--- config.mk ---
export PLATFORM = sky130hd
export DESIGN_NAME = mips_regfile_alu_execute_core
export DESIGN_NICKNAME = d
export VERILOG_FILES = /design/src/rtl/core/mrae_pkg.sv /design/src/rtl/core/mrae_regfile.sv /design/src/rtl/core/mrae_alu.sv /design/src/rtl/core/mips_regfile_alu_execute_core.sv
export SDC_FILE = /design/constraint.sdc
export NUM_CORES = 2
export LEC_CHECK = 0
export ABC_AREA = 0
export BUFFER_PORTS_ARGS = -buffer_cell sky130_fd_sc_hd__buf_2
export CAP_MARGIN = 5
export CORE_MARGIN = 2
export CORE_UTILIZATION = 50
export CTS_CLUSTER_DIAMETER = 60
export CTS_CLUSTER_SIZE = 14
export DETAILED_ROUTE_END_ITERATION = 8
export PLACE_DENSITY = 0.66
export RECOVER_POWER = 100
export SYNTH_ARGS = -nofsm -noshare
export SYNTH_HDL_FRONTEND = slang
export SYNTH_SLANG_ARGS = --single-unit
--- constraint.sdc ---
create_clock -name clk -period 12.3 [get_ports clk]
set_clock_uncertainty 0.05 [all_clocks]
set_input_delay 1.23 -clock clk [delete_from_list [all_inputs] [get_ports clk]]
set_output_delay 1.23 -clock clk [all_outputs]
set_load 0.005 [all_outputs]
--- src/rtl/core/mrae_pkg.sv ---
package mrae_pkg;

	localparam int unsigned NREGS      = 32;
	localparam int unsigned IDX_W      = 5;
	localparam int unsigned XLEN       = 32;
	localparam logic [4:0]  SP_INDEX   = 5'd29;
	localparam logic [4:0]  LINK_INDEX = 5'd31;
	localparam logic [31:0] SP_RESET   = 32'h0000_0400;

	typedef enum logic [4:0] {
		OP_ADD   = 5'd0,
		OP_ADDU  = 5'd1,
		OP_SUB   = 5'd2,
		OP_AND   = 5'd3,
		OP_OR    = 5'd4,
		OP_XOR   = 5'd5,
		OP_NOR   = 5'd6,
		OP_NAND  = 5'd7,
		OP_SLT   = 5'd8,
		OP_SLL   = 5'd9,
		OP_SRL   = 5'd10,
		OP_SRA   = 5'd11,
		OP_JR    = 5'd12,
		OP_ADDI  = 5'd13,
		OP_ADDIU = 5'd14,
		OP_LUI   = 5'd15,
		OP_ANDI  = 5'd16,
		OP_ORI   = 5'd17,
		OP_NORI  = 5'd18,
		OP_SLTI  = 5'd19,
		OP_BEQ   = 5'd20,
		OP_BNE   = 5'd21,
		OP_BGTZ  = 5'd22,
		OP_JAL   = 5'd23
	} op_t;

	// Decoded instruction held in the input stage.
	typedef struct packed {
		logic [4:0]        opcode;
		logic [4:0]        tgt_index;
		logic [4:0]        dst_index;
		logic [4:0]        shift_amount;
		logic signed [15:0] imm_value;
		logic [25:0]       jump_target;
		logic [31:0]       current_pc;
	} instr_t;

	// Outcome of one instruction.
	typedef struct packed {
		logic [31:0] next_pc;
		logic        reg_written;
		logic [4:0]  written_index;
		logic [31:0] written_value;
		logic        write_zero_error;
		logic        overflow_error;
	} result_t;

	// Register file write port.
	typedef struct packed {
		logic        en;
		logic [4:0]  idx;
		logic [31:0] val;
	} wb_t;

	function automatic logic [31:0] reset_value(input logic [4:0] idx);
		return (idx == SP_INDEX) ? SP_RESET : '0;
	endfunction

endpackage

--- src/rtl/core/mrae_regfile.sv ---
// Register bank: one write port, two registered read ports with bypass
// of the write landing on the same edge. Entries never written read as
// their reset value through per-entry valid bits.
module mrae_regfile (
	input  logic                 clk,
	input  logic                 arst_n,
	input  logic                 rd_en,
	input  logic [4:0]           rd_a_idx,
	input  logic [4:0]           rd_b_idx,
	input  mrae_pkg::wb_t        wb,
	output logic [31:0]          rd_a_data,
	output logic [31:0]          rd_b_data
);

	logic [31:0]                mem [mrae_pkg::NREGS];
	logic [mrae_pkg::NREGS-1:0] vld_q;

	logic [31:0] a_mem_s1, b_mem_s1;
	logic [31:0] a_alt_s1, b_alt_s1;
	logic        a_use_mem_s1, b_use_mem_s1;
	logic        a_fwd, b_fwd;

	assign a_fwd = wb.en && (wb.idx == rd_a_idx);
	assign b_fwd = wb.en && (wb.idx == rd_b_idx);

	always_ff @(posedge clk) begin
		if (wb.en) begin
			mem[wb.idx] <= wb.val;
		end
		if (rd_en) begin
			a_mem_s1     <= mem[rd_a_idx];
			b_mem_s1     <= mem[rd_b_idx];
			a_use_mem_s1 <= !a_fwd && vld_q[rd_a_idx];
			b_use_mem_s1 <= !b_fwd && vld_q[rd_b_idx];
			a_alt_s1     <= a_fwd ? wb.val : mrae_pkg::reset_value(rd_a_idx);
			b_alt_s1     <= b_fwd ? wb.val : mrae_pkg::reset_value(rd_b_idx);
		end
	end

	always_ff @(posedge clk or negedge arst_n) begin
		if (!arst_n) begin
			vld_q <= '0;
		end else if (wb.en) begin
			vld_q[wb.idx] <= 1'b1;
		end
	end

	assign rd_a_data = a_use_mem_s1 ? a_mem_s1 : a_alt_s1;
	assign rd_b_data = b_use_mem_s1 ? b_mem_s1 : b_alt_s1;

endmodule

--- src/rtl/core/mrae_alu.sv ---
// Execute one decoded instruction on its two operands.
module mrae_alu (
	input  mrae_pkg::instr_t  instr,
	input  logic [31:0]       a,
	input  logic [31:0]       b,
	output mrae_pkg::result_t res
);

	logic [31:0] simm;
	logic [31:0] zimm;
	logic [31:0] op2;
	logic        cin;
	logic [31:0] sum;
	logic        sum_ovf;
	logic [31:0] pc_inc;
	logic [31:0] br_tgt;
	logic        is_sub;
	logic        use_imm;
	logic        wr;
	logic [4:0]  dest;
	logic [31:0] val;
	logic        ovf;
	logic [31:0] nxt;
	mrae_pkg::op_t op;

	assign op      = mrae_pkg::op_t'(instr.opcode);
	assign simm    = {{16{instr.imm_value[15]}}, instr.imm_value};
	assign zimm    = {16'd0, instr.imm_value};
	assign is_sub  = (op == mrae_pkg::OP_SUB);
	assign use_imm = (op == mrae_pkg::OP_ADDI) || (op == mrae_pkg::OP_ADDIU);
	// Share one adder for add, sub and add-immediate.
	assign op2     = is_sub ? ~b : (use_imm ? simm : b);
	assign cin     = is_sub;
	assign sum     = a + op2 + {31'd0, cin};
	assign sum_ovf = (a[31] == op2[31]) && (sum[31] != a[31]);
	assign pc_inc  = instr.current_pc + 32'd1;
	assign br_tgt  = pc_inc + simm;

	always_comb begin
		wr   = 1'b0;
		dest = instr.dst_index;
		val  = '0;
		ovf  = 1'b0;
		nxt  = pc_inc;
		case (op)
			mrae_pkg::OP_ADD: begin
				wr = 1'b1; val = sum; ovf = sum_ovf;
			end
			mrae_pkg::OP_ADDU: begin
				wr = 1'b1; val = sum;
			end
			mrae_pkg::OP_SUB: begin
				wr = 1'b1; val = sum; ovf = sum_ovf;
			end
			mrae_pkg::OP_AND:  begin wr = 1'b1; val = a & b; end
			mrae_pkg::OP_OR:   begin wr = 1'b1; val = a | b; end
			mrae_pkg::OP_XOR:  begin wr = 1'b1; val = a ^ b; end
			mrae_pkg::OP_NOR:  begin wr = 1'b1; val = ~(a | b); end
			mrae_pkg::OP_NAND: begin wr = 1'b1; val = ~(a & b); end
			mrae_pkg::OP_SLT: begin
				wr = 1'b1; val = {31'd0, $signed(a) < $signed(b)};
			end
			mrae_pkg::OP_SLL: begin
				// all-zero sll is the canonical nop
				if (!((instr.dst_index == '0) && (instr.tgt_index == '0) &&
					(instr.shift_amount == '0))) begin
					wr = 1'b1; val = b << instr.shift_amount;
				end
			end
			mrae_pkg::OP_SRL: begin wr = 1'b1; val = b >> instr.shift_amount; end
			mrae_pkg::OP_SRA: begin
				wr = 1'b1; val = $unsigned($signed(b) >>> instr.shift_amount);
			end
			mrae_pkg::OP_JR: nxt = {2'd0, a[31:2]};
			mrae_pkg::OP_ADDI: begin
				wr = 1'b1; dest = instr.tgt_index; val = sum; ovf = sum_ovf;
			end
			mrae_pkg::OP_ADDIU: begin
				wr = 1'b1; dest = instr.tgt_index; val = sum;
			end
			mrae_pkg::OP_LUI: begin
				wr = 1'b1; dest = instr.tgt_index; val = {instr.imm_value, 16'd0};
			end
			mrae_pkg::OP_ANDI: begin wr = 1'b1; dest = instr.tgt_index; val = a & zimm; end
			mrae_pkg::OP_ORI:  begin wr = 1'b1; dest = instr.tgt_index; val = a | zimm; end
			mrae_pkg::OP_NORI: begin
				wr = 1'b1; dest = instr.tgt_index; val = ~(a | zimm);
			end
			mrae_pkg::OP_SLTI: begin
				wr = 1'b1; dest = instr.tgt_index; val = {31'd0, $signed(a) < $signed(simm)};
			end
			mrae_pkg::OP_BEQ: begin
				if (a == b) nxt = br_tgt;
			end
			mrae_pkg::OP_BNE: begin
				if (a != b) nxt = br_tgt;
			end
			mrae_pkg::OP_BGTZ: begin
				if (!a[31] && (a != '0)) nxt = br_tgt;
			end
			mrae_pkg::OP_JAL: begin
				wr = 1'b1; dest = mrae_pkg::LINK_INDEX; val = {pc_inc[29:0], 2'b00};
				nxt = {6'd0, instr.jump_target};
			end
			default: ;
		endcase

		res.next_pc          = nxt;
		res.overflow_error   = ovf;
		res.write_zero_error = wr && (dest == '0);
		res.reg_written      = wr && (dest != '0);
		res.written_index    = res.reg_written ? dest : '0;
		res.written_value    = res.reg_written ? val : '0;
	end

endmodule

--- src/rtl/core/mips_regfile_alu_execute_core.sv ---
// Channel | Handshake             | Payload
// req     | req_valid / req_ready | opcode, src_index, tgt_index, dst_index,
//         |                       | shift_amount, imm_value, jump_target, current_pc
// rsp     | rsp_valid / rsp_ready | next_pc, reg_written, written_index, written_value,
//         |                       | write_zero_error, overflow_error
//
// One instruction per clock sustained while responses are accepted.
// The register bank read is captured into the input stage, then the result register holds the ALU result.
// Write-back lands as the input stage moves into the result register; a read on the
// same edge takes the bypassed value, so dependent instructions issue back to back.
// Reset clears the valid flags; register 29 reads 0x400 and all others zero until written.
// A stalled response holds the input stage, which then stops taking requests.
module mips_regfile_alu_execute_core (
	input  logic               clk,
	input  logic               arst_n,
	input  logic               req_valid,
	output logic               req_ready,
	input  logic [4:0]         opcode,
	input  logic [4:0]         src_index,
	input  logic [4:0]         tgt_index,
	input  logic [4:0]         dst_index,
	input  logic [4:0]         shift_amount,
	input  logic signed [15:0] imm_value,
	input  logic [25:0]        jump_target,
	input  logic [31:0]        current_pc,
	output logic               rsp_valid,
	input  logic               rsp_ready,
	output logic [31:0]        next_pc,
	output logic               reg_written,
	output logic [4:0]         written_index,
	output logic [31:0]        written_value,
	output logic               write_zero_error,
	output logic               overflow_error
);

	logic              valid_s1;
	mrae_pkg::instr_t  instr_s1;
	logic              valid_s2;
	mrae_pkg::result_t res_s2;

	mrae_pkg::result_t res;
	mrae_pkg::wb_t     wb;
	logic [31:0]       a_data;
	logic [31:0]       b_data;
	logic              accept;
	logic              adv_s1;

	// Advance the input stage when the result register is empty or draining.
	assign adv_s1    = valid_s1 && (!valid_s2 || rsp_ready);
	// Take a new transaction when the input stage is empty or moving on.
	assign req_ready = !valid_s1 || adv_s1;
	assign accept    = req_valid && req_ready;

	// Commit the write only as the instruction retires into the result register.
	assign wb.en  = adv_s1 && res.reg_written;
	assign wb.idx = res.written_index;
	assign wb.val = res.written_value;

	mrae_regfile u_regfile (
		.clk       (clk),
		.arst_n    (arst_n),
		.rd_en     (accept),
		.rd_a_idx  (src_index),
		.rd_b_idx  (tgt_index),
		.wb        (wb),
		.rd_a_data (a_data),
		.rd_b_data (b_data)
	);

	mrae_alu u_alu (
		.instr (instr_s1),
		.a     (a_data),
		.b     (b_data),
		.res   (res)
	);

	// Stage valid flags.
	always_ff @(posedge clk or negedge arst_n) begin
		if (!arst_n) begin
			valid_s1 <= 1'b0;
			valid_s2 <= 1'b0;
		end else begin
			if (req_ready) begin
				valid_s1 <= req_valid;
			end
			if (adv_s1) begin
				valid_s2 <= 1'b1;
			end else if (rsp_ready) begin
				valid_s2 <= 1'b0;
			end
		end
	end

	// Capture the decoded fields and the result; hold them while stalled.
	always_ff @(posedge clk) begin
		if (accept) begin
			instr_s1.opcode       <= opcode;
			instr_s1.tgt_index    <= tgt_index;
			instr_s1.dst_index    <= dst_index;
			instr_s1.shift_amount <= shift_amount;
			instr_s1.imm_value    <= imm_value;
			instr_s1.jump_target  <= jump_target;
			instr_s1.current_pc   <= current_pc;
		end
		if (adv_s1) begin
			res_s2 <= res;
		end
	end

	assign rsp_valid        = valid_s2;
	assign next_pc          = res_s2.next_pc;
	assign reg_written      = res_s2.reg_written;
	assign written_index    = res_s2.written_index;
	assign written_value    = res_s2.written_value;
	assign write_zero_error = res_s2.write_zero_error;
	assign overflow_error   = res_s2.overflow_error;

endmodule

## Word level (Yosys, flattened, before mapping)

Memory sizes are Yosys's and may differ from the RTL's. A register that Yosys moved wholly into a read port is not among the register bits.
Index checks and enable logic that the tools add are counted.

- Memories kept: 1
- Output and inout bits: 74
- RAM bits: 1024
- Register bits after elaboration: 266
- Input port bits: 103
- Logic and storage cells: 138

Memory list:

| name | words | width | rd ports | clocked after Yosys merged registers in | wr ports | line | RTL |
|---|---|---|---|---|---|---|---|
| u_regfile.mem | 32 | 32 | 2 | 2 | 1 | mrae_regfile.sv:15 | `logic [31:0] mem [mrae_pkg::NREGS];` |

- Shift-type cells: 3
- Mux-type cells: 29
- Bitwise gates (word level): 10
- Equality and inequality tests: 31
- Reductions and logical operators: 34
- Magnitude comparators: 6
- Add/sub/neg operators: 4

Operator list:

| kind | count |
|---|---|
| $pmux 32 s16 | 1 |
| $mux 32 | 11 |
| $pmux 32 s5 | 1 |
| $not 32->32 | 4 |
| $add 32x32->32 | 2 |
| $or 32x32->32 | 2 |
| $eq 5x5->1 const B | 10 |
| $eq 5x4->1 const B | 8 |
| $add 32x1->32 | 1 |
| $add 32x1->32 const B | 1 |
| $and 32x16->32 | 1 |
| $and 32x32->32 | 1 |
| $eq 32x32->1 | 1 |
| $lt 32x16->1 | 1 |
| $lt 32x32->1 | 1 |
| $ne 32x32->1 | 1 |
| $or 32x16->32 | 1 |
| $reduce_bool 32->1 | 1 |
| $shl 32x5->32 | 1 |
| $shr 32x5->32 | 1 |
| $sshr 32x5->32 | 1 |
| $xor 32x32->32 | 1 |
| $logic_not 5->1 | 5 |
| $mux 11 | 2 |
| 23 further kinds | 57 |

## Logic depth before layout (Yosys ltp)

- Depth in word-level cells: 12
- Mapped depth: 21
- Depth with buffers taken out: 18

## Modules after synthesis

Synthesis repeated with hierarchy kept, for this count alone.

- Cells, all modules: 5371
- Area total of the unflattened synthesis: 73929.7 µm²

Modules (own cells, without submodules):

| module | sequential area each (µm²) | area each (µm²) | cells each | times used |
|---|---|---|---|---|
| mrae_regfile | 35454.0 | 54788.8 | 3118 | 1 |
| mrae_alu | 0.0 | 14043.5 | 2078 | 1 |
| mips_regfile_alu_execute_core | 5034.8 | 5097.4 | 175 | 1 |

## Worst setup path after synthesis

Ideal clock, no wire load.

- Path kind: input to register
- Start: in rsp_ready
- End: reg instr_s1[0] (netlist bit), enable pin
- Stages on the path: 2
- Required time: 11636 ps
- Setup time: 614 ps
- Arrival time: 6514 ps
- Path slack: 5122 ps
- Buffers on the path: 0
- Path through: nand3b_1 -> and2_1

- Longest elaborated chain between the ends: 4

Ends and longest elaborated chain:

| what | line | RTL |
|---|---|---|
| from (decl) | mips_regfile_alu_execute_core.sv:27 | `input logic rsp_ready,` |
| $logic_or 1x1->1 | mips_regfile_alu_execute_core.sv:49 | `assign adv_s1 = valid_s1 && (!valid_s2 \|\| rsp_ready);` |
| $logic_and 1x1->1 | mips_regfile_alu_execute_core.sv:49 |  |
| $logic_or 1x1->1 | mips_regfile_alu_execute_core.sv:51 | `assign req_ready = !valid_s1 \|\| adv_s1;` |
| $logic_and 1x1->1 | mips_regfile_alu_execute_core.sv:52 | `assign accept = req_valid && req_ready;` |
| via accept | mips_regfile_alu_execute_core.sv:45 | `logic accept;` |
| to (decl) | mips_regfile_alu_execute_core.sv:37 | `mrae_pkg::instr_t instr_s1;` |

The timed path passes the listed nets, and every way through them passes these cells.
A chain may end at the register's enable or synchronous reset.

==> flow_summary.json <==
{
  "synth_top_area_share_pct": 54.1,
  "rsz0062_at_grt": "false",
  "floorplan.initialDensity_pct": 50.3,
  "grt_pass1_vias": 48100,
  "tightest_slew_ns": 6.91,
  "netlist_area_mm2": 0.0732,
  "placed_area_mm2": 0.0768,
  "dp_hpwl_mm": 194,
  "cts.clk_slew.worst_paths_ns": 0.07,
  "final_core_util_pct": 54.8,
  "path_class": "flip-flop to flip-flop",
  "routed_wirelength_mm": 287,
  "worst_path_max_delay_cell": "clkbuf_1",
  "dr_total_vias": 50000,
  "cp.arrival_ns": 9.91,
  "nNetsFinal": 5399,
  "crit_fanout": 33,
  "syn2layout_area_growth_pct": 8.87,
  "yosys.cell_count.top_type": "edfxtp_1",
  "slew_headroom_pct": -361,
  "cts_hold_buf": 0,
  "met2_usage_pct": 56.7,
  "drive_above_1_share_pct": 21.3,
  "hp-class": "flip-flop to flip-flop",
  "antenna_left": 0,
  "syn_area_per_cell_um2": 14.9,
  "ctsResizeCount": 0,
  "synth_warnings": 0,
  "fin_crit_ns": 9.59,
  "rr_endpoint": "u_regfile.mem[25][29]$_DFFE_PP_",
  "holdWs_ns": 0.347,
  "setup_viol": 0,
  "hold_path_depth": 0,
  "grt.total_usage_pct": 38.0,
  "tritoncts": "built",
  "clockRootBuffer": "clkbuf_16",
  "synth.distinct_cells": 106,
  "peakVddDrop_uv": 134,
  "hold_violations": 0,
  "worst_r2r_path_depth": 16,
  "ys.flop_type": "edfxtp_1",
  "fp.dieW_um": 387,
  "drv_cap": 82,
  "postCtsSetupBuffers": 0,
  "grt.overflow.total": 0,
  "die_area_mm2": 0.149,
  "h-tree-depth": 3,
  "use_met1_pct": 53.2,
  "final.setup.tns_ns": 0,
  "yosysSeqAreaShare_pct": 55.3,
  "reg2reg_slack_ns": 2.71,
  "post-route-drc-count": 0,
  "nFillCells": 11700,
  "dr.pass1.iters": 6,
  "busiest_layer": "met2",
  "power.leakage_nw": 27.7,
  "cts.sinks": 1354,
  "die_height_um": 387,
  "fmaxAchievable_ghz": 0.104,
  "ioPinCount": 177,
  "synth_edf_count": 1320,
  "drt-initial-drc-count": 7487,
  "clkLatencyLatePin_ns": 0.78,
  "grt_max_degree": 124,
  "syn_inst": 4924,
  "min_to": "u_regfile.vld_q[0]$_DFFE_PN0P_",
  "gp_congestion": 1.09,
  "hp-start": "u_regfile.vld_q[0]$_DFFE_PN0P_",
  "worst_path_largest_cell_delay_ns": 2.20,
  "crit_required_ns": 12.62,
  "cts_buffers": 118,
  "viasPerCell": 7.10,
  "finalCritPeriodShare_pct": 78.0,
  "synth_common_cells": "edfxtp_1, mux4_2, nand2_1",
  "synthTopCellsByArea": "edfxtp_1, mux4_2, mux2i_1, ha_1, o21ai_0",
  "status": "finished, violations left",
  "worstReg2RegStart": "u_regfile.b_use_mem_s1$_DFFE_PP_",
  "ys_seq_elements": 1354,
  "antenna_found_initial": 28,
  "clock_path_buffers": 3,
  "violations": "max-capacitance violations, max-slew violations",
  "ys_async_sr_fraction_pct": 2.51,
  "p_per_area_mw_per_mm2": 142,
  "synth_area_leader_cell": "edfxtp_1",
  "cp-end-kind": "flip-flop",
  "report.final.slew_viol_count": 2321,
  "io_buffers": 176,
  "startpoint_type": "flip-flop",
  "power_mw": 11.3,
  "wl_per_cell_um": 40.8,
  "met3_usage_pct": 8.65,
  "design_area_mm2": 0.0797,
  "grt_pass1_wl_mm": 393,
  "core_mm2": 0.146,
  "rows": 140,
  "path_cells": "clkbuf_1 > clkbuf_1 > mux2i_2 > inv_1 > o21ai_0 > fa_1 > a211oi_1 > o211ai_1 > a41oi_1 > a21oi_1 > o31ai_1 > a21oi_1 > a31oi_1 > mux2i_1 > a221oi_1 > nor2_2"
}
[worst max path at each step]
| stage | startpoint | endpoint | slack [ns] | cells after the start |
|---|---|---|---|---|
| 2_1_floorplan | rsp_ready | instr_s1[0]$_DFFE_PP_ | 5.12 | 2 |
| 3_3_place_gp | instr_s1[92]$_DFFE_PP_ | u_regfile.mem[4][30]$_DFFE_PP_ | 5.68 | 18 |
| 3_5_place_dp | u_regfile.b_use_mem_s1$_DFFE_PP_ | u_regfile.mem[7][30]$_DFFE_PP_ | 5.64 | 18 |
| 4_1_cts | u_regfile.b_use_mem_s1$_DFFE_PP_ | u_regfile.mem[9][30]$_DFFE_PP_ | 5.59 | 18 |
| 5_1_grt | u_regfile.b_use_mem_s1$_DFFE_PP_ | u_regfile.mem[12][27]$_DFFE_PP_ | 2.53 | 16 |
| 6_report | u_regfile.b_use_mem_s1$_DFFE_PP_ | u_regfile.mem[25][29]$_DFFE_PP_ | 2.71 | 16 |
[sequential cells by signal, indices dropped and copies added (netlist names), 5 cells and up]
register,flops
u_regfile.vld_q,32
u_regfile.a_mem_s1,32
next_pc,32
u_regfile.mem,1024
instr_s1,94
u_regfile.a_alt_s1,32
written_value,32
u_regfile.b_mem_s1,32
u_regfile.b_alt_s1,32
written_index,5
[per-layer routing]
metal,wire (um),vias to the layer above
li1,-,20100
met1,112000,25800
met2,127000,3424
met3,31500,622
met4,16900,16
met5,114,-
[worst max-delay path: cells and delay by family, from the launching register on]
kind / cells / cell delay, ns
and+or+nand+nor: 1 / 0.99
muxes: 2 / 0.91
AOI/OAI and AO/OA: 9 / 2.68
DFF: 1 / 0.32
buffers and inverters: 3 / 3.65
adders and majority gates: 1 / 0.53
[power breakdown]
group | leakage, nW | switching (mW) | internal (mW)
Combinational | 13.1 | 1.47 | 0.751
Clock | 1.73 | 1.71 | 1.89
Sequential | 12.8 | 0.120 | 5.37
Total | 27.7 | 3.30 | 8.02
[layout make-up]
cell class / count / area, um^2 / share of cell area [%]
sequential: 1354 / 40500 / 50.8
multi-input combinational: 3128 / 30800 / 38.7
clock buffer: 139 / 3080 / 3.87
tap: 1917 / 2400 / 3.01
timing repair buffer: 327 / 1830 / 2.29
inverter: 145 / 548 / 0.688
clock inverter: 32 / 493 / 0.619
antenna: 9 / 22.5 / 0.0283
[per-stage QoR]
stage / setup slack, ns / std cells
floorplan: 5.12 / 4955
global placement: 5.68 / 6870
detailed placement: 5.64 / 6870
CTS: 5.59 / 7041
global route: 2.53 / 7046
finish: 2.71 / 7051
[cells in the final DEF, fill, tap and decap left out, types with 14 or more instances in the layout]
cell          n
buf_2       109
o31a_1       31
a211oi_1     36
o211ai_1     56
nor3_1       43
mux2_1       18
inv_1       127
o21bai_1     19
clkbuf_16   120
nor4_1       29
o22ai_1      53
xnor2_1      58
edfxtp_1   1320
dfrtp_1      34
nand2b_1     20
o221ai_1     39
clkbuf_1    135
xor2_1       32
mux2i_2      15
a31oi_1      16
conb_1       32
nor2_1      272
a2111oi_0    15
nand2_1     290
nor2_2       14
or2_2        35
nand3_1      69
a21oi_1     171
a221oi_1     35
nand4_1      32
a222oi_1     24
a21o_1       31
mux2i_1     290
mux2_2       50
ha_1        219
mux4_2      559
nor2b_1      16
o21ai_0     270
and3_1       28
buf_4        92
[logic make-up after synthesis]
kind of cell,Yosys count,share of synthesized area (%)
multiplexers,940,22.7
AND/OR/NAND/NOR,919,5.82
AO/OA/AOI/OAI,923,8.55
XOR/XNOR,92,1.10
other,1,0.00512
adder cells (fa/ha/maj),222,3.82
buffers and inverters,473,2.66
flip-flops,1354,55.3
No activity file was read; power rests on OpenSTA's default activity.
